$ cat src/ilg_pkg.sv
// shared constants, types and codes for the iou loss gradient block
// no dependencies
`timescale 1ns / 1ps
`default_nettype none

package ilg_pkg;

  localparam int DIST_FRAC_BITS = 6;
  localparam int GRAD_FRAC_BITS = 24;
  localparam int FACT_FRAC      = 24;
  localparam int WEIGHT_FRAC    = 24;

  localparam int DIST_W   = 16;
  localparam int EXT_W    = 18;
  localparam int AREA_W   = 36;
  localparam int UNION_W  = 38;
  localparam int GRAD_W   = 32;
  localparam int WEIGHT_W = 32;
  localparam int MINI_W   = 20;
  localparam int MODE_W   = 2;

  localparam logic [MODE_W-1:0] MODE_IOU    = 2'd0;
  localparam logic [MODE_W-1:0] MODE_L1     = 2'd1;
  localparam logic [MODE_W-1:0] MODE_IGNORE = 2'd2;

  localparam logic REG_LOSS_WEIGHT = 1'b0;
  localparam logic REG_MIN_INTER   = 1'b1;

  // one classified pixel as handed from the front to the back
  typedef struct packed {
    logic signed [UNION_W-1:0] uni_area;
    logic signed [AREA_W-1:0]  inter;
    logic signed [EXT_W-1:0]   ext_w;
    logic signed [EXT_W-1:0]   ext_h;
    logic signed [EXT_W-1:0]   ext_wi;
    logic signed [EXT_W-1:0]   ext_hi;
    logic [3:0]                lt;
    logic [3:0]                gt;
    logic [MODE_W-1:0]         mode;
  } item_t;

endpackage

`default_nettype wire

$ cat src/ilg_front.sv
// front end: box extents, areas, union and pixel classification
// depends on ilg_pkg
`timescale 1ns / 1ps
`default_nettype none

module ilg_front #(
  parameter int DIST_FRAC_BITS = ilg_pkg::DIST_FRAC_BITS
) (
  input  logic                              clk_i,
  input  logic                              rst_ni,
  input  logic                              accept_i,
  input  logic signed [ilg_pkg::DIST_W-1:0] pred_i [4],
  input  logic signed [ilg_pkg::DIST_W-1:0] true_i [4],
  input  logic [ilg_pkg::MINI_W-1:0]        min_inter_i,
  output logic                              push_o,
  output ilg_pkg::item_t                    item_o
);

  localparam int EW = ilg_pkg::EXT_W;
  localparam int AW = ilg_pkg::AREA_W;
  localparam int UW = ilg_pkg::UNION_W;
  localparam logic signed [EW-1:0] ONE = EW'(1 << DIST_FRAC_BITS);

  logic signed [EW-1:0] h_d, w_d, hi_d, wi_d, hg_d, wg_d;
  logic [3:0]           lt_d, gt_d;
  logic                 ign_d;

  logic                 valid1_q;
  logic signed [EW-1:0] h1_q, w1_q, hi1_q, wi1_q, hg1_q, wg1_q;
  logic [3:0]           lt1_q, gt1_q;
  logic                 ign1_q;

  logic                 valid2_q;
  logic signed [AW-1:0] a_d, ag_d, i_d;
  logic signed [AW-1:0] a2_q, ag2_q, i2_q;
  logic signed [EW-1:0] h2_q, w2_q, hi2_q, wi2_q;
  logic [3:0]           lt2_q, gt2_q;
  logic                 ign2_q;

  logic                 valid3_q;
  ilg_pkg::item_t       item_d, item_q;
  logic                 small_d;

  // order of the four sides: top, bottom, left, right
  always_comb begin
    h_d  = EW'(pred_i[1]) + EW'(pred_i[0]) + ONE;
    w_d  = EW'(pred_i[3]) + EW'(pred_i[2]) + ONE;
    hg_d = EW'(true_i[1]) + EW'(true_i[0]) + ONE;
    wg_d = EW'(true_i[3]) + EW'(true_i[2]) + ONE;
    hi_d = EW'((pred_i[1] < true_i[1]) ? pred_i[1] : true_i[1])
         + EW'((pred_i[0] < true_i[0]) ? pred_i[0] : true_i[0]) + ONE;
    wi_d = EW'((pred_i[3] < true_i[3]) ? pred_i[3] : true_i[3])
         + EW'((pred_i[2] < true_i[2]) ? pred_i[2] : true_i[2]) + ONE;
    ign_d = (EW'(true_i[0]) + EW'(true_i[1])) == -ONE;
    for (int k = 0; k < 4; k++) begin
      lt_d[k] = pred_i[k] < true_i[k];
      gt_d[k] = pred_i[k] > true_i[k];
    end
  end

  assign a_d  = AW'(h1_q) * AW'(w1_q);
  assign ag_d = AW'(hg1_q) * AW'(wg1_q);
  assign i_d  = AW'(hi1_q) * AW'(wi1_q);

  assign small_d = i2_q < AW'($signed({1'b0, min_inter_i}));

  always_comb begin
    item_d.uni_area = UW'(a2_q) + UW'(ag2_q) - UW'(i2_q);
    item_d.inter    = i2_q;
    item_d.ext_w    = w2_q;
    item_d.ext_h    = h2_q;
    item_d.ext_wi   = wi2_q;
    item_d.ext_hi   = hi2_q;
    item_d.lt       = lt2_q;
    item_d.gt       = gt2_q;
    item_d.mode     = ign2_q  ? ilg_pkg::MODE_IGNORE :
                      small_d ? ilg_pkg::MODE_L1 : ilg_pkg::MODE_IOU;
  end

  always_ff @(posedge clk_i or negedge rst_ni) begin
    if (!rst_ni) begin
      valid1_q <= 1'b0;
      valid2_q <= 1'b0;
      valid3_q <= 1'b0;
    end else begin
      valid1_q <= accept_i;
      valid2_q <= valid1_q;
      valid3_q <= valid2_q;
    end
  end

  always_ff @(posedge clk_i) begin
    h1_q   <= h_d;
    w1_q   <= w_d;
    hi1_q  <= hi_d;
    wi1_q  <= wi_d;
    hg1_q  <= hg_d;
    wg1_q  <= wg_d;
    lt1_q  <= lt_d;
    gt1_q  <= gt_d;
    ign1_q <= ign_d;
    a2_q   <= a_d;
    ag2_q  <= ag_d;
    i2_q   <= i_d;
    h2_q   <= h1_q;
    w2_q   <= w1_q;
    hi2_q  <= hi1_q;
    wi2_q  <= wi1_q;
    lt2_q  <= lt1_q;
    gt2_q  <= gt1_q;
    ign2_q <= ign1_q;
    item_q <= item_d;
  end

  assign push_o = valid3_q;
  assign item_o = item_q;

endmodule

`default_nettype wire

$ cat config.mk
export PLATFORM = sky130hd
export DESIGN_NAME = ilg_front
export DESIGN_NICKNAME = d
export VERILOG_FILES = /design/src/ilg_pkg.sv /design/src/ilg_front.sv
export SDC_FILE = /design/constraint.sdc
export NUM_CORES = 2
export LEC_CHECK = 0
export ABC_AREA = 0
export ABC_CLOCK_PERIOD_IN_PS = 7400
export BUFFER_PORTS_ARGS = -buffer_cell sky130_fd_sc_hd__buf_4
export CORE_ASPECT_RATIO = 0.9
export CORE_MARGIN = 8
export CORE_UTILIZATION = 60
export DETAILED_ROUTE_END_ITERATION = 8
export MAX_ROUTING_LAYER = met4
export PLACE_DENSITY = 0.87
export SLEW_MARGIN = 20
export SYNTH_ARGS = -nofsm -noshare
export SYNTH_HDL_FRONTEND = slang
export SYNTH_SLANG_ARGS = --single-unit
$ cat constraint.sdc
create_clock -name clk_i -period 7.4 [get_ports clk_i]
set_clock_uncertainty 0.1 [all_clocks]
set_input_delay 0.74 -clock clk_i [delete_from_list [all_inputs] [get_ports clk_i]]
set_output_delay 0.74 -clock clk_i [all_outputs]
set_load 0.05 [all_outputs]
* Yosys cells after proc, flatten, opt, wreduce, memory -nomap -nowiden
Cells that the tools add are included.
** Cells by class
- Add/subtract/negate cells :: 14
- Equal/unequal tests :: 1
- Muxes and demuxes :: 5
- Order comparisons :: 9
- Multipliers :: 3
** Operators with widths (number)
- multiplier 18 x 18 -> 36 bit :: 3
- adder 17 x 8 -> 18 bit (second input constant) :: 4
- two-way mux 18 bit :: 4
- adder 16 x 16 -> 17 bit :: 4
- greater-than comparator 16 bit :: 4
- less-than comparator 16 bit :: 4
- subtractor 37 x 36 -> 38 bit :: 1
- adder 36 x 36 -> 37 bit :: 1
- adder 18 bit :: 2
- adder 18 x 8 -> 18 bit (second input constant) :: 2
- less-than comparator 36 x 21 -> 1 bit :: 1
- == test 17 x 7 -> 1 bit (second input constant) :: 1
- two-way mux 1 bit :: 1
** Storage, ports and cells
- Register bits after elaboration :: 465
- Output and inout port bits :: 157
- Input bits :: 151
- Word-level logic and storage cells :: 63

* Depth between registers and ports, before layout
- Depth in word-level cells :: 4
- Depth in mapped cells :: 26
- Gate-level depth less buffers :: 23

* Worst setup path after synthesis
Ideal clock, no wire load.
- Kind :: flip-flop to flip-flop
- From :: register hi1_q[17]
- To :: register i2_q[33]
- Clock period less this slack :: 6360 ps
- Setup time :: 127 ps
- Data required time :: 7173 ps
- Path buffers :: 3
- Arrival :: 6133 ps
- Setup slack :: 1040 ps
- Cell stages (with the launch flop) :: 22
- Cells stage by stage :: dfxtp_1 -> clkbuf_1 -> clkbuf_1 -> nand2_1 -> fa_1 -> inv_1 -> fa_1 -> inv_1 -> fa_1 -> fa_1 -> fa_1 -> fa_1 -> inv_1 -> ha_1 -> clkbuf_1 -> a21o_1 -> a21o_1 -> a21oi_1 -> o21ai_0 -> a21oi_1 -> o221ai_1 -> or3_1
** On the way
- Word-level cells in the longest chain between the ends :: 1
** Ends and longest elaborated chain
- start: declaration :: line ilg_front.sv:29 : logic signed [EW-1:0] h1_q, w1_q, hi1_q, wi1_q, hg1_q, wg1_q;
- start signal: assignment :: line ilg_front.sv:95 : hi1_q <= hi_d;
- multiplier 18 x 18 -> 36 bit :: line ilg_front.sv:63 : assign i_d = AW'(hi1_q) * AW'(wi1_q);
- via i_d[33] :: line ilg_front.sv:34 : logic signed [AW-1:0] a_d, ag_d, i_d;
- end signal: assignment :: line ilg_front.sv:104 : i2_q <= i_d;
- end: declaration :: line ilg_front.sv:35 : logic signed [AW-1:0] a2_q, ag2_q, i2_q;
The timed path passes the listed nets, and every way through them passes these cells.
A chain may end at the register's enable or synchronous reset.

* Worst setup path after layout
- From :: register w1_q[2]
- To :: register a2_q[22]
** On the way
- Word-level cells in the longest chain between the ends :: 1
** Ends and longest elaborated chain
- start: declaration :: line ilg_front.sv:29
- start signal: assignment :: line ilg_front.sv:94 : w1_q <= w_d;
- multiplier 18 x 18 -> 36 bit :: line ilg_front.sv:61 : assign a_d = AW'(h1_q) * AW'(w1_q);
- via a_d[22] :: line ilg_front.sv:34
- end signal: assignment :: line ilg_front.sv:102 : a2_q <= a_d;
- end: declaration :: line ilg_front.sv:35
The timed path passes the listed nets, and every way through them passes these cells.

==> flow_summary.json <==
{
  "min_path_type": "in -> reg",
  "max_slew.worst_pin.slew_ns": 1.02,
  "gp_congestion": 1.01,
  "syn_avg_cell_area_um2": 9.42,
  "synthTopCellsByArea": "fa_1 36%, dfxtp_1 16%, ha_1 12%",
  "yosysSeqAreaShare": 0.161,
  "num_rows": 108,
  "hold_end": "valid1_q",
  "syn_area_um2": 57800,
  "syn-instance-count": 6140,
  "start_util": 0.603,
  "cts_made_buffers": 53,
  "rsz0062_at_grt": "no",
  "grt_max_degree": 37,
  "regToRegEndpoint": "a2_q[22]",
  "start_kind": "flop",
  "viasPerCell": 5.71,
  "cts_buffer_depth": 3,
  "portBuffers": 307,
  "h-tree-depth": 2,
  "final_antenna_net_count": 0,
  "netlist-cell-type-count": 83,
  "critical_path_arrival_ns": 7.58,
  "drc": 0,
  "drt-initial-drc-count": 3784,
  "die_height_um": 311,
  "fmax_mhz": 141,
  "fp.coreArea_um2": 95900,
  "routed_wl_um": 161000,
  "path_max_fanout": 19,
  "cts-root-buf": "clkbuf_16",
  "setup_tns_ns": 0,
  "final_cell_area_um2": 63700,
  "async_flop_share": 0.00645,
  "r2r_slack_ns": 0.33,
  "ys.warnings.count": 0,
  "finalHoldViolCount": 0,
  "min_from": "accept_i",
  "postCtsSetupBuffers": 0,
  "fin_crit_sh": 0.956,
  "r2r_start": "w1_q[2]",
  "clk_latency_ns": 0.67,
  "drv_slew": 0,
  "layout-drive-gt1-share": 0.0859,
  "finish.utilization": 0.663,
  "chipWidth_um": 343,
  "clock-sinks": 465,
  "clk_pin_slew_ns": 0.07,
  "grt_pass1_vias": 47700,
  "whs_ns": 0.0932,
  "setup_violations": 0,
  "area_delta_synth_final_pct": 10.1,
  "grt_pass1_wl_um": 256000,
  "grt.overflow.total": 0,
  "nets": 8177,
  "die-area_um2": 107000,
  "crit_required_ns": 7.90,
  "vias": 44200,
  "relSlewSlack": 0.321,
  "period_needed_ns": 7.07,
  "holdPathStages": 1,
  "dp_hpwl_um": 133000,
  "yosys_most_used_dff": "dfxtp_1",
  "cp-end-kind": "flop",
  "drv_cap": 0,
  "synth_top_area_share": 0.356,
  "path_class": "reg -> reg",
  "first_pass_iters": 5,
  "cts_tree": "built",
  "status": "finished clean",
  "yosysTopAreaCell": "fa_1",
  "io_pins": 308,
  "yosys_register_bits": 465,
  "antenna_found_initial": 23,
  "post_drt_wl_per_cell_um": 20.8,
  "track_usage": 0.316,
  "synth_edf_count": 0,
  "syn_nets": 7897,
  "r2r_cells": 20,
  "post_dp_cell_area_um2": 61700
}
[synth_stat cells (33+ instances only)]
master    instances
nand2_1         552
a211oi_1         37
a21o_1           71
nor2_1          194
and2_1          489
xor2_1           43
nor2b_1          35
o21ai_0          93
ha_1            577
fa_1           1029
nand2b_1         42
clkbuf_1        156
dfxtp_1         462
o211ai_1         33
o21a_1           56
inv_1          1432
mux2_2           42
nor3_1           62
nand3_1          49
a21oi_1         175
a211o_1          33
xnor2_1         151
[cell families after synthesis]
| family | count (synthesis) | share of synthesized area |
|---|---|---|
| adders and majority gates | 1606 | 0.481 |
| buffers and inverters | 1597 | 0.104 |
| and+or+nand+nor | 1539 | 0.133 |
| AOI/OAI and AO/OA | 682 | 0.0807 |
| DFF | 465 | 0.161 |
| xor gates and xnor gates | 194 | 0.0294 |
| muxes | 57 | 0.0108 |
[layer usage]
layer  up-vias  GRT usage  share of wire
met4         0      0.202          0.077
met5         -          -              0
li1      19500          -              -
met1     21900      0.382           0.38
met3       614     0.0723           0.10
met2      2236      0.477           0.44
[flip-flops by register name, indices dropped and copies added, names as in the netlist, 36 cells and up]
name	count
item_o	156
ag2_q	36
a2_q	36
i2_q	36
[cells in the final DEF (no fill, tap or decap), types with 43 or more instances in the layout]
master     count
buf_4        389
xor2_1        43
ha_1         577
nor2_1       194
a21oi_1      174
inv_1       1432
o21ai_0       93
dfxtp_1      461
xnor2_1      151
a21o_1        71
o21a_1        56
and2_1       489
nor3_1        62
nand2_1      552
clkbuf_16     54
fa_1        1029
nand3_1       49
[how the worst max path moves through the flow]
stage | cells after the start | from | slack (ns) | to
floorplan | 21 | hi1_q[17] | 1.04 | i2_q[33]
global placement | 18 | wi1_q[3] | 0.55 | i2_q[33]
detailed placement | 18 | wi1_q[3] | 0.40 | i2_q[33]
CTS | 18 | wi1_q[3] | 0.36 | i2_q[33]
global route | 21 | w1_q[0] | 0.05 | a2_q[34]
finish | 20 | w1_q[2] | 0.33 | a2_q[22]
[worst max-delay path: stages (launching register included)]
cell and delay, ns:
dfxtp_1 0.91, and2_1 0.25, fa_1 0.43, fa_1 0.48, ha_1 0.30, inv_1 0.05, fa_1 0.50, inv_1 0.06
fa_1 0.53, inv_1 0.05, fa_1 0.47, inv_1 0.04, ha_1 0.30, a21oi_1 0.24, inv_1 0.08, o311a_1 0.35
o311ai_2 0.62, a21oi_1 0.25, o41ai_1 0.53, a21boi_0 0.27, buf_4 0.19
[final cells by class]
type	count	area (um^2)
clock buffer	62	1420
timing repair buffer	390	2930
inverter	1432	5380
antenna	19	47.5
tap	1265	1580
multi-input combinational	4078	42500
sequential	465	9330
fill	7244	32300
clock inverter	34	473
[metrics by stage]
step           setup slack (ns)  std cells
6_report                  0.325       7745
5_1_grt                  0.0454       7741
4_1_cts                   0.362       7726
3_5_place_dp              0.396       7629
3_3_place_gp              0.553       7629
2_1_floorplan              1.04       6140
[timing repair]
action | in CTS | in global routing
endpoints found under the hold margin | 3 | 0
hold buffers | 1 | 0
setup endpoints to repair | 0 | 1
gates resized for setup | 0 | 1
Power is left out: the tool's default activity adds up to more than one toggle a clock period on the data nets, which glitch-free logic cannot reach.
