### src/ilg_pkg.sv
// shared constants, types and codes for the iou loss gradient block
// no dependencies
`timescale 1ns / 1ps
`default_nettype none

package ilg_pkg;

  localparam int DIST_FRAC_BITS = 6;
  localparam int GRAD_FRAC_BITS = 24;
  localparam int FACT_FRAC      = 24;
  localparam int WEIGHT_FRAC    = 24;

  localparam int DIST_W   = 16;
  localparam int EXT_W    = 18;
  localparam int AREA_W   = 36;
  localparam int UNION_W  = 38;
  localparam int GRAD_W   = 32;
  localparam int WEIGHT_W = 32;
  localparam int MINI_W   = 20;
  localparam int MODE_W   = 2;

  localparam logic [MODE_W-1:0] MODE_IOU    = 2'd0;
  localparam logic [MODE_W-1:0] MODE_L1     = 2'd1;
  localparam logic [MODE_W-1:0] MODE_IGNORE = 2'd2;

  localparam logic REG_LOSS_WEIGHT = 1'b0;
  localparam logic REG_MIN_INTER   = 1'b1;

  // one classified pixel as handed from the front to the back
  typedef struct packed {
    logic signed [UNION_W-1:0] uni_area;
    logic signed [AREA_W-1:0]  inter;
    logic signed [EXT_W-1:0]   ext_w;
    logic signed [EXT_W-1:0]   ext_h;
    logic signed [EXT_W-1:0]   ext_wi;
    logic signed [EXT_W-1:0]   ext_hi;
    logic [3:0]                lt;
    logic [3:0]                gt;
    logic [MODE_W-1:0]         mode;
  } item_t;

endpackage

`default_nettype wire

### src/ilg_queue.sv
// short fifo between front and back, drained whenever it holds a beat
// depends on ilg_pkg
`timescale 1ns / 1ps
`default_nettype none

module ilg_queue #(
  parameter int DEPTH = 2
) (
  input  logic           clk_i,
  input  logic           rst_ni,
  input  logic           push_i,
  input  ilg_pkg::item_t item_i,
  output logic           pop_o,
  output ilg_pkg::item_t item_o
);

  localparam int PW = (DEPTH > 1) ? $clog2(DEPTH) : 1;
  localparam int CW = $clog2(DEPTH + 1);

  ilg_pkg::item_t mem_q [DEPTH];
  logic [PW-1:0]  wr_q, wr_d, rd_q, rd_d;
  logic [CW-1:0]  cnt_q, cnt_d;
  logic           pop;

  assign pop = cnt_q != '0;

  always_comb begin
    wr_d  = push_i ? ((wr_q == PW'(DEPTH - 1)) ? '0 : wr_q + 1'b1) : wr_q;
    rd_d  = pop ? ((rd_q == PW'(DEPTH - 1)) ? '0 : rd_q + 1'b1) : rd_q;
    cnt_d = cnt_q + CW'(push_i) - CW'(pop);
  end

  always_ff @(posedge clk_i or negedge rst_ni) begin
    if (!rst_ni) begin
      wr_q  <= '0;
      rd_q  <= '0;
      cnt_q <= '0;
    end else begin
      wr_q  <= wr_d;
      rd_q  <= rd_d;
      cnt_q <= cnt_d;
    end
  end

  always_ff @(posedge clk_i) begin
    if (push_i) mem_q[wr_q] <= item_i;
  end

  assign pop_o  = pop;
  assign item_o = mem_q[rd_q];

  a_no_overflow: assert property (@(posedge clk_i) disable iff (!rst_ni)
    push_i |-> cnt_q != CW'(DEPTH))
    else $error("queue written while full");

endmodule

`default_nettype wire

### config.mk
export PLATFORM = sky130hd
export DESIGN_NAME = ilg_queue
export DESIGN_NICKNAME = d
export VERILOG_FILES = /design/src/ilg_pkg.sv /design/src/ilg_queue.sv
export SDC_FILE = /design/constraint.sdc
export NUM_CORES = 1
export LEC_CHECK = 0
export ABC_AREA = 1
export BUFFER_PORTS_ARGS = -buffer_cell sky130_fd_sc_hd__buf_4
export CORE_MARGIN = 8
export CORE_UTILIZATION = 56
export DETAILED_ROUTE_END_ITERATION = 8
export GPL_TIMING_DRIVEN = 1
export PLACE_DENSITY = 0.91
export SYNTH_ARGS = -nofsm -noshare
export SYNTH_HDL_FRONTEND = slang
export SYNTH_SLANG_ARGS = --single-unit
### constraint.sdc
create_clock -name clk_i -period 14.2 [get_ports clk_i]
set_input_delay 2.13 -clock clk_i [delete_from_list [all_inputs] [get_ports clk_i]]
set_output_delay 2.13 -clock clk_i [all_outputs]
set_load 0.02 [all_outputs]
=== Yosys cells after proc, flatten, opt, wreduce, memory -nomap -nowiden ===
Memory sizes are Yosys's and may differ from the RTL's.
Cells that the tools add are included.

* Memories kept: 1
* Register bits: 4
* Input port bits: 159
* Memory bits (writable): 312
* Output and inout port bits: 157
* Word-level logic and storage cells: 13

* Reductions and logical operators: 1
* Muxes and demuxes: 4
* $add $sub $neg: 4

{| class="wikitable"
|+ Memory list
! memory !! words !! bits a word !! read ports !! clocked after Yosys merged registers in !! wr ports !! line !! RTL
|-
| mem_q || 2 || 156 || 1 || 0 || 1 || ilg_queue.sv:20 || <nowiki>ilg_pkg::item_t mem_q [DEPTH];</nowiki>
|}

{| class="wikitable"
|+ Operators with widths
! kind !! number
|-
| $mux 1 || 4
|-
| $add 1x1->1 const B || 2
|-
| $add 2x1->2 || 1
|-
| $reduce_bool 2->1 || 1
|-
| $sub 2x1->2 || 1
|}

=== Logic depth before layout (Yosys ltp) ===
Gate-level depths: netlist of the first run.

* Word-level depth: 2
* Depth in mapped cells: 6
* Mapped depth without buffers: 5

=== Worst setup path after synthesis of the first run ===
Ideal clock, no wire load.

* Path kind: input to register
* From: in push_i
* To: mem mem_q[0][0] (netlist name) (enable)
* Arrival: 8.692 ns
* Path buffers: 0
* Stages: 2
* Slack: 4.830 ns
* Cells stage by stage: inv_1 -> nor2_1

* Longest elaborated chain between the ends: 2

{| class="wikitable"
|+ Ends and longest elaborated chain
! item !! line !! RTL
|-
| start: declaration || ilg_queue.sv:11 || <nowiki>input logic push_i,</nowiki>
|-
| $mux 1 || ilg_queue.sv:46 || <nowiki>if (push_i) mem_q[wr_q] <= item_i;</nowiki>
|-
| $mux 1 (implied by the code) || ilg_queue.sv:46 ||
|-
| end: declaration || ilg_queue.sv:20 ||
|}

Every way passes these cells.

==> results of run 1 <==
-- cell families (layout without fill, tap and decap cells) --
group	after synthesis	after routing	synth area share
adder cells (fa/ha/maj)	1	1	0.00108
buffers and inverters	40	379	0.0270
AND/OR/NAND/NOR	478	478	0.155
flip-flops	316	316	0.816
AO/OA/AOI/OAI	1	1	0.000431
XOR/XNOR	1	1	0.000755
-- state kept, by name (all words and copies together), names as in the netlist --
register,count
mem_q,312
cnt_q,2
wr_q,1
rd_q,1
-- cell usage after synthesis, drive strengths merged --
cell type    n
nand2      474
edfxtp     312
nand3b       1
buf         35
dfrtp        4
xor2         1
o21ai        1
ha           1
nor2         3
inv          5
-- power by group through the flow --
stage | clock network, uW | registers (uW) | logic, uW
after floorplan | 0 | 1320 | 345
after detailed placement | 0 | 1310 | 607
after global routing | 825 | 1300 | 650
after CTS | 790 | 1290 | 613
final | 776 | 1290 | 605
after global placement | 0 | 1300 | 595
-- cell type report --
cell class                 count  share of cell area
sequential                   316               0.630
clock inverter                21              0.0126
tap                          270              0.0225
clock buffer                  33              0.0521
inverter                       5             0.00175
multi-input combinational    481               0.122
timing repair buffer         320               0.160
-- worst register-to-register path: cells and delay by family, from the launching register on --
| kind | cells | cell delay [ns] |
|---|---|---|
| buffers and inverters | 2 | 1.46 |
| flip-flops | 1 | 0.41 |
| AND/OR/NAND/NOR | 1 | 0.14 |
-- worst max path at each step --
stage	slack (ns)	end	cells after the start
finish	8.74	item_o[154]	5
global placement	9.29	item_o[107]	5
detailed placement	9.29	item_o[140]	5
CTS	8.65	item_o[138]	5
global route	8.46	item_o[107]	5
floorplan	4.83	mem_q[0][0]	2
-- routing by layer --
metal,GRT usage,vias up,part of all wire
li1,-,3450,-
met1,0.230,3567,0.35
met2,0.380,376,0.51
met3,0.0859,47,0.11
met4,0.0641,2,0.023
met5,0,-,0.00042
-- metrics by stage --
stage,utilization,worst slack (ns)
floorplan,-,4.83
global placement,0.693,9.29
detailed placement,0.693,9.29
CTS,0.741,8.65
global route,0.741,8.46
finish,0.741,8.74
==> results.ini, run 1 <==
[final_layout]
fin_cells = 1446
area_growth_pct = 29.6
nFillCells = 1226
nets = 1314
final_cell_mix = nand2_1, buf_4, edfxtp_1
ff_latch_area_mm2 = 0.00947
fin_area_mm2 = 0.0150
multi_input_area_mm2 = 0.00183
antenna_cells = 0
final_common_cell = nand2_1
drive_gt1_frac = 0.317

[die]
die-width_um = 160
num_rows = 52
die_y_um = 160
io_pins = 316
die-area_mm2 = 0.0256
core_area_mm2 = 0.0203
initial_core_util = 0.572

[critical_path]
critical_path_arrival_ns = 3.33
slowest_delay_ns = 0.76
r2r_cells = 3
crit_start = rd_q
r2r-start = wr_q
worst-path-buf-inv = 3
cp-end-kind = primary output
worstSetupPathType = flop to primary output
path_delay_family = buffers and inverters
start_kind = flop
crit_chain = inv_4, buf_4, nand2_1, nand2_1, buf_4
cp_data_required_time_ns = 12.07
r2r_end = mem_q[1][129]
r2r_slack_ns = 11.70
cp_slowest_cell = buf_4
crit_fanout = 82

[clocking]
clkTransAtPathRegs_ns = 0.06
cts-root-buf = clkbuf_16
hold_buffers = 0
cts_buffers = 30
cts_setup_buffers = 0
cts_tree = built
post_cts_resize_count = 0
cts_max_level = 1
cts_sinks = 316
clkLatencyLatePin_ns = 0.54
clock_path_buffers = 3

[synthesis]
synth_top_area_cell = edfxtp_1
ys_types = 14
syn_avg_cell_area_um2 = 13.9
synth-seq-cells = 316
yosysWarnings = 0
ys_seq_area_frac = 0.816
synth.net_count = 997
synth_cells = 837
yosys-top-cells-area = edfxtp_1, nand2_1, buf_6
syn_area_mm2 = 0.0116
synth.top_cell.area_share = 0.807

[hold_path]
hold_class = flop to flop
whs_path_depth = 1
min_to = wr_q
min_from = wr_q

[placed_design]
placed_area_mm2 = 0.0141
hpwl_mm = 18.7
place_inst = 1392
io_buffers = 315
place_congestion = 0.789

[sta]
worstMarginPinSlew_ns = 1.14
fmax_mhz = 183
final.setup_skew_ns = 0.00488
finalSetupViolations = 0
tns_ns = 0
slew_headroom = 0.241
hold_violations = 0
hold_ws_ns = 0.534
rsz0062_at_grt = no
slew_violations = 0
finalCritPeriodShare = 0.385
final.min_clock_period_ns = 5.46

[drt]
wirelength_mm = 28.3
dr.pass1.iters = 7
wl_per_cell_um = 19.6
drc = 0
vias_per_cell = 5.15
ant_nets = 0
vias = 7442
drt_iter0_drc = 639

[power_and_ir_drop]
ir_drop_v = 0.000122
seqPwrFrac = 0.483
p_per_area_mw_per_mm2 = 177
net-switching-power_uw = 779
internal-power_uw = 1890
power_leakage_uw = 0.00644
switching_share = 0.292
clkPwrFrac = 0.291
pwr-share-comb = 0.226
power_uw = 2670

[global_routing]
grt_overflow_total = 0
grt_max_degree = 90
grt.total_usage = 0.214
grt_pass1_wl_mm = 43.0
grt_pass1_vias = 7896
antenna_found_initial = 1

[flow_run]
cap_viol_max_count = 0

[run_status]
status = complete, no violations

(Power assumes the default switching activity.)
==> inputs of run 2 (changes only) <==
--- a/config.mk
+++ b/config.mk
@@ -5,13 +5,13 @@
 export SDC_FILE = /design/constraint.sdc
 export NUM_CORES = 1
 export LEC_CHECK = 0
-export ABC_AREA = 1
+export ABC_AREA = 0
 export BUFFER_PORTS_ARGS = -buffer_cell sky130_fd_sc_hd__buf_4
 export CORE_MARGIN = 8
-export CORE_UTILIZATION = 56
+export CORE_UTILIZATION = 52
 export DETAILED_ROUTE_END_ITERATION = 8
 export GPL_TIMING_DRIVEN = 1
-export PLACE_DENSITY = 0.91
+export PLACE_DENSITY = 0.86
 export SYNTH_ARGS = -nofsm -noshare
 export SYNTH_HDL_FRONTEND = slang
 export SYNTH_SLANG_ARGS = --single-unit
==> constraint.sdc (replaced) <==
create_clock -name clk_i -period 5.7 [get_ports clk_i]
set_input_delay 0.855 -clock clk_i [delete_from_list [all_inputs] [get_ports clk_i]]
set_output_delay 0.855 -clock clk_i [all_outputs]
set_load 0.02 [all_outputs]
==> results.ini, run 2 <==
[clocking]
cts-root-buf = clkbuf_16
hold_buffers = 0
post_cts_resize_count = 0
clkLatencyLatePin_ns = 0.54
cts_sinks = 316
cts_setup_buffers = 0
clkTransAtPathRegs_ns = 0.06
cts_max_level = 1
cts_buffers = 31
clock_path_buffers = 3
cts_tree = built

[drt]
wl_per_cell_um = 21.8
ant_nets = 0
vias_per_cell = 5.13
vias = 5837
dr.pass1.iters = 4
wirelength_mm = 24.8
drt_iter0_drc = 349
drc = 0

[final_layout]
drive_gt1_frac = 0.610
nets = 994
final_util = 0.690
final_cell_mix = buf_4, edfxtp_1, mux2_2
antenna_cells = 0
reg.largest.list = mem_q x312, cnt_q x2
area_growth_pct = 31.0
regMostFlops = mem_q
largest_reg_flops = 312
final_common_cell = buf_4

[sta]
final.setup_skew_ns = 0.00702
slew_violations = 0
final.min_clock_period_ns = 3.63
layout_setup_ws_ns = 2.07
finalSetupViolations = 0
worstMarginPinSlew_ns = 1.05
tns_ns = 0
hold_violations = 0
rsz0062_at_grt = no
finalCritPeriodShare = 0.636
slew_headroom = 0.303
fmax_mhz = 276

[placed_design]
preCtsSetupSlack_ns = 2.65
place_congestion = 0.729
io_buffers = 315
hpwl_mm = 17.1

[synthesis]
synth.most_common_cell = edfxtp_1
yosysWarnings = 0
synth_edf_count = 312
synth.top_cell.area_share = 0.817
yosys-top-cells-area = edfxtp_1, mux2_2, buf_6
synth_cells = 498
synth_commonest_cells = edfxtp_1, mux2_2, buf_6, dfrtp_1
ys_types = 13
ys.flop_type = edfxtp_1
syn_area_mm2 = 0.0115
synth.net_count = 658
synth-seq-cells = 316
ys_seq_area_frac = 0.826
async_flop_share = 0.0127
synth_top_area_cell = edfxtp_1
syn_avg_cell_area_um2 = 23.0

[power_and_ir_drop]
seqPwrFrac = 0.427
power_uw = 7690
switching_share = 0.312
clkPwrFrac = 0.241
internal-power_uw = 5290
power_leakage_uw = 0.00562
net-switching-power_uw = 2390
p_per_area_mw_per_mm2 = 512
ir_drop_v = 0.000346
pwr-share-comb = 0.332

[flow_run]
cap_viol_max_count = 0

[critical_path]
start_kind = flop
critical_path_arrival_ns = 2.77
crit_fanout = 82
cp_data_required_time_ns = 4.85
worstSetupPathType = flop to primary output
cp-end-kind = primary output

[global_routing]
grt_pass1_vias = 6401
antenna_found_initial = 0
grt_pass1_wl_mm = 35.9
grt_overflow_total = 0
grt_max_degree = 85
grt.total_usage = 0.173

[die]
core_area_mm2 = 0.0218
die-area_mm2 = 0.0271
die-width_um = 164
initial_core_util = 0.527
num_rows = 54
die_y_um = 164
io_pins = 316

[hold_path]
hold_class = primary input to async pin

[run_status]
status = complete, no violations

## run 2: cell types whose count changed after synthesis, sizes merged, moves of 2 or more
| cell | before | now |
|---|---|---|
| nand2 | 474 | 1 |
| nor2 | 3 | 0 |
| buf | 35 | 17 |
| inv | 5 | 0 |
| nor2b | 0 | 2 |
| mux2 | 0 | 156 |
## run 2: path summary, 6_finish.rpt
path | startpoint | endpoint | slack, ns | cells past startpoint
worst max-delay path | rd_q | item_o[133] | 2.07 | 3
min in group clk_i | item_i[35] | mem_q[1][35] | 0.50 | 1
worst max register to register | wr_q | mem_q[1][1] | 3.51 | 2
max in group asynchronous | rst_ni | rd_q | 5.48 | 1
worst min register to register | wr_q | wr_q | 0.57 | 1
worst min-delay path | rst_ni | rd_q | 0.11 | 1
## run 2: stage by stage
stage | instance area [um^2] | cells | hold WS [ns]
6_report | 15000 | 1138 | 0.106
5_1_grt | 15000 | 1138 | 0.0735
4_1_cts | 15000 | 1138 | 0.0820
3_5_place_dp | 14100 | 1081 | 0.563
3_3_place_gp | 14100 | 1081 | 0.530
2_1_floorplan | 11500 | 498 | 0.471
## run 2: critical path, stage by stage (launching register included)
cell,delay (ns)
dfrtp_4,1.07
buf_12,0.43
mux2_2,0.42
buf_4,0.16
## run 2: per-layer routing
layer / GRT usage / routed length, um / vias to the layer above
met3: 0.0578 / 2320 / 53
met1: 0.184 / 8640 / 2882
met4: 0.0672 / 867 / 0
met5: 0 / 0 / -
met2: 0.313 / 12900 / 244
li1: - / - / 2658
## run 2: final cells by class
cell class	instances	area [um^2]
Clock inverter	11	71.3
Tap cell	280	350
Clock buffer	46	862
Fill cell	1388	6740
Sequential cell	316	9470
Multi-Input combinational cell	165	1830
Timing Repair Buffer	320	2430
## run 2: logic make-up (layout without fill, tap and decap cells)
group / Yosys count / after routing / synth area share
xor gates and xnor gates: 3 / 3 / 0.00229
adders and majority gates: 1 / 1 / 0.00109
buffers and inverters: 17 / 377 / 0.0150
DFF: 316 / 316 / 0.826
muxes: 156 / 156 / 0.153
and+or+nand+nor: 5 / 5 / 0.00251
## run 2: power by group through the flow
stage	Clock [uW]	Sequential [uW]	Combinational [uW]
2_1_floorplan	0	3250	1680
3_3_place_gp	0	3300	2540
3_5_place_dp	0	3340	2580
4_1_cts	1890	3290	2590
5_1_grt	1980	3330	2680
6_report	1860	3280	2550
==> inputs of run 3 (changes only) <==
==> constraint.sdc (replaced) <==
create_clock -name clk_i -period 3.4 [get_ports clk_i]
set_input_delay 0.51 -clock clk_i [delete_from_list [all_inputs] [get_ports clk_i]]
set_output_delay 0.51 -clock clk_i [all_outputs]
set_load 0.02 [all_outputs]
==> results.ini, run 3 (synthesis gave the netlist of run 2 again) <==
[power_and_ir_drop]
ir_drop_v = 0.000554
p_per_area_mw_per_mm2 = 860
power_uw = 13000
power_leakage_uw = 0.00568

[global_routing]
grt_overflow_total = 0
grt_pass1_vias = 6463
grt.total_usage = 0.175
grt_pass1_wl_mm = 36.3
antenna_found_initial = 0
grt_max_degree = 86

[hold_path]
hold_class = primary input to flop
min_to = mem_q[0][74]
min_from = item_i[74]
whs_path_depth = 1

[run_status]
status = complete, no violations

[sta]
slew_headroom = 0.514
tns_ns = 0
final.setup_skew_ns = 0.00625
slew_violations = 0
rsz0062_at_grt = no
finalCritPeriodShare = 0.736
fmax_mhz = 399
final.min_clock_period_ns = 2.50
hold_violations = 0
finalSetupViolations = 0
worstMarginPinSlew_ns = 0.729

[placed_design]
place_inst = 1086
hpwl_mm = 17.1
io_buffers = 315
place_congestion = 0.736

[final_layout]
antenna_cells = 0
largest_reg_flops = 312
nets = 1000
fin_cells = 1144
drive_gt1_frac = 0.604
reg.largest.list = mem_q x312, cnt_q x2
regMostFlops = mem_q
nFillCells = 1375
area_growth_pct = 32.0
final_common_cell = buf_4
final_cell_mix = buf_4, edfxtp_1, mux2_2

[die]
io_pins = 316
die-width_um = 164
num_rows = 54
die-area_mm2 = 0.0271
die_y_um = 164
core_area_mm2 = 0.0218
initial_core_util = 0.527

[drt]
drc = 0
dr.pass1.iters = 4
vias = 5877
vias_per_cell = 5.14
drt_iter0_drc = 289
ant_nets = 0
wl_per_cell_um = 21.7
wirelength_mm = 24.8

[critical_path]
worst-path-buf-inv = 2
crit_start = rd_q
path_delay_family = buffers and inverters
critical_path_arrival_ns = 1.99
r2r-start = wr_q
slowest_delay_ns = 0.44
start_kind = flop
cp-end-kind = primary output
cp_data_required_time_ns = 2.89
crit_fanout = 84
r2r_cells = 2
r2r_end = mem_q[1][3]
r2r_slack_ns = 1.64
crit_chain = buf_12, mux2_2, buf_4
cp_slowest_cell = dfrtp_4
worstSetupPathType = flop to primary output

[clocking]
cts_buffers = 31
clkLatencyLatePin_ns = 0.53
cts_sinks = 316
cts-root-buf = clkbuf_16
cts_tree = built
clock_path_buffers = 3
clkTransAtPathRegs_ns = 0.06
cts_setup_buffers = 0
cts_max_level = 1

[flow_run]
cap_viol_max_count = 0

==> run 3: cell types whose count changed in the layout (fill, tap and decap cells not counted), moves of 2 or more <==
cell and delta:
buf_12 +5, clkbuf_1 +3, clkbuf_8 -3, clkinv_1 +3
bufinv_16 +2, clkinv_4 -2, clkinvlp_4 -2
==> run 3: routing by layer <==
| layer | share of wire | track usage | vias up |
|---|---|---|---|
| li1 | - | - | 2675 |
| met1 | 0.36 | 0.190 | 2915 |
| met2 | 0.53 | 0.320 | 239 |
| met3 | 0.083 | 0.0546 | 48 |
| met4 | 0.029 | 0.0573 | 0 |
| met5 | 0 | 0 | - |
==> run 3: report_power, final <==
group | internal [uW] | switching [uW]
Clock | 1840 | 1310
Sequential | 5160 | 170
Combinational | 2020 | 2520
Total | 9020 | 4000
==> run 3: area by class of cell <==
| type | instances | area, um^2 | share of cell area |
|---|---|---|---|
| sequential | 316 | 9470 | 0.626 |
| multi-input combinational | 165 | 1830 | 0.121 |
| tap | 280 | 350 | 0.0231 |
| timing repair buffer | 326 | 2540 | 0.168 |
| clock buffer | 46 | 832 | 0.0550 |
| clock inverter | 11 | 110 | 0.00727 |
==> run 3: what timing repair did <==
| item | 4_1_cts | 5_1_grt |
|---|---|---|
| resized for setup | 0 | 0 |
| hold buffers | 1 | 0 |
| endpoints found under the hold margin | 4 | 0 |
==> run 3: metrics by stage <==
step	hold slack [ns]	utilization	setup slack, ns	cell area [um^2]
finish	0.160	0.696	0.897	15100
detailed placement	0.311	0.652	1.42	14200
floorplan	0.214	-	0.116	11500
global route	0.128	0.696	0.827	15100
CTS	0.130	0.696	0.891	15100
global placement	0.309	0.652	1.44	14200
==> run 3: how the worst max path moves through the flow <==
stage / to / cells past startpoint
finish: item_o[63] / 3
global route: item_o[93] / 3
CTS: item_o[40] / 3
detailed placement: mem_q[1][68] / 3
global placement: mem_q[1][70] / 3
floorplan: mem_q[0][0] / 1
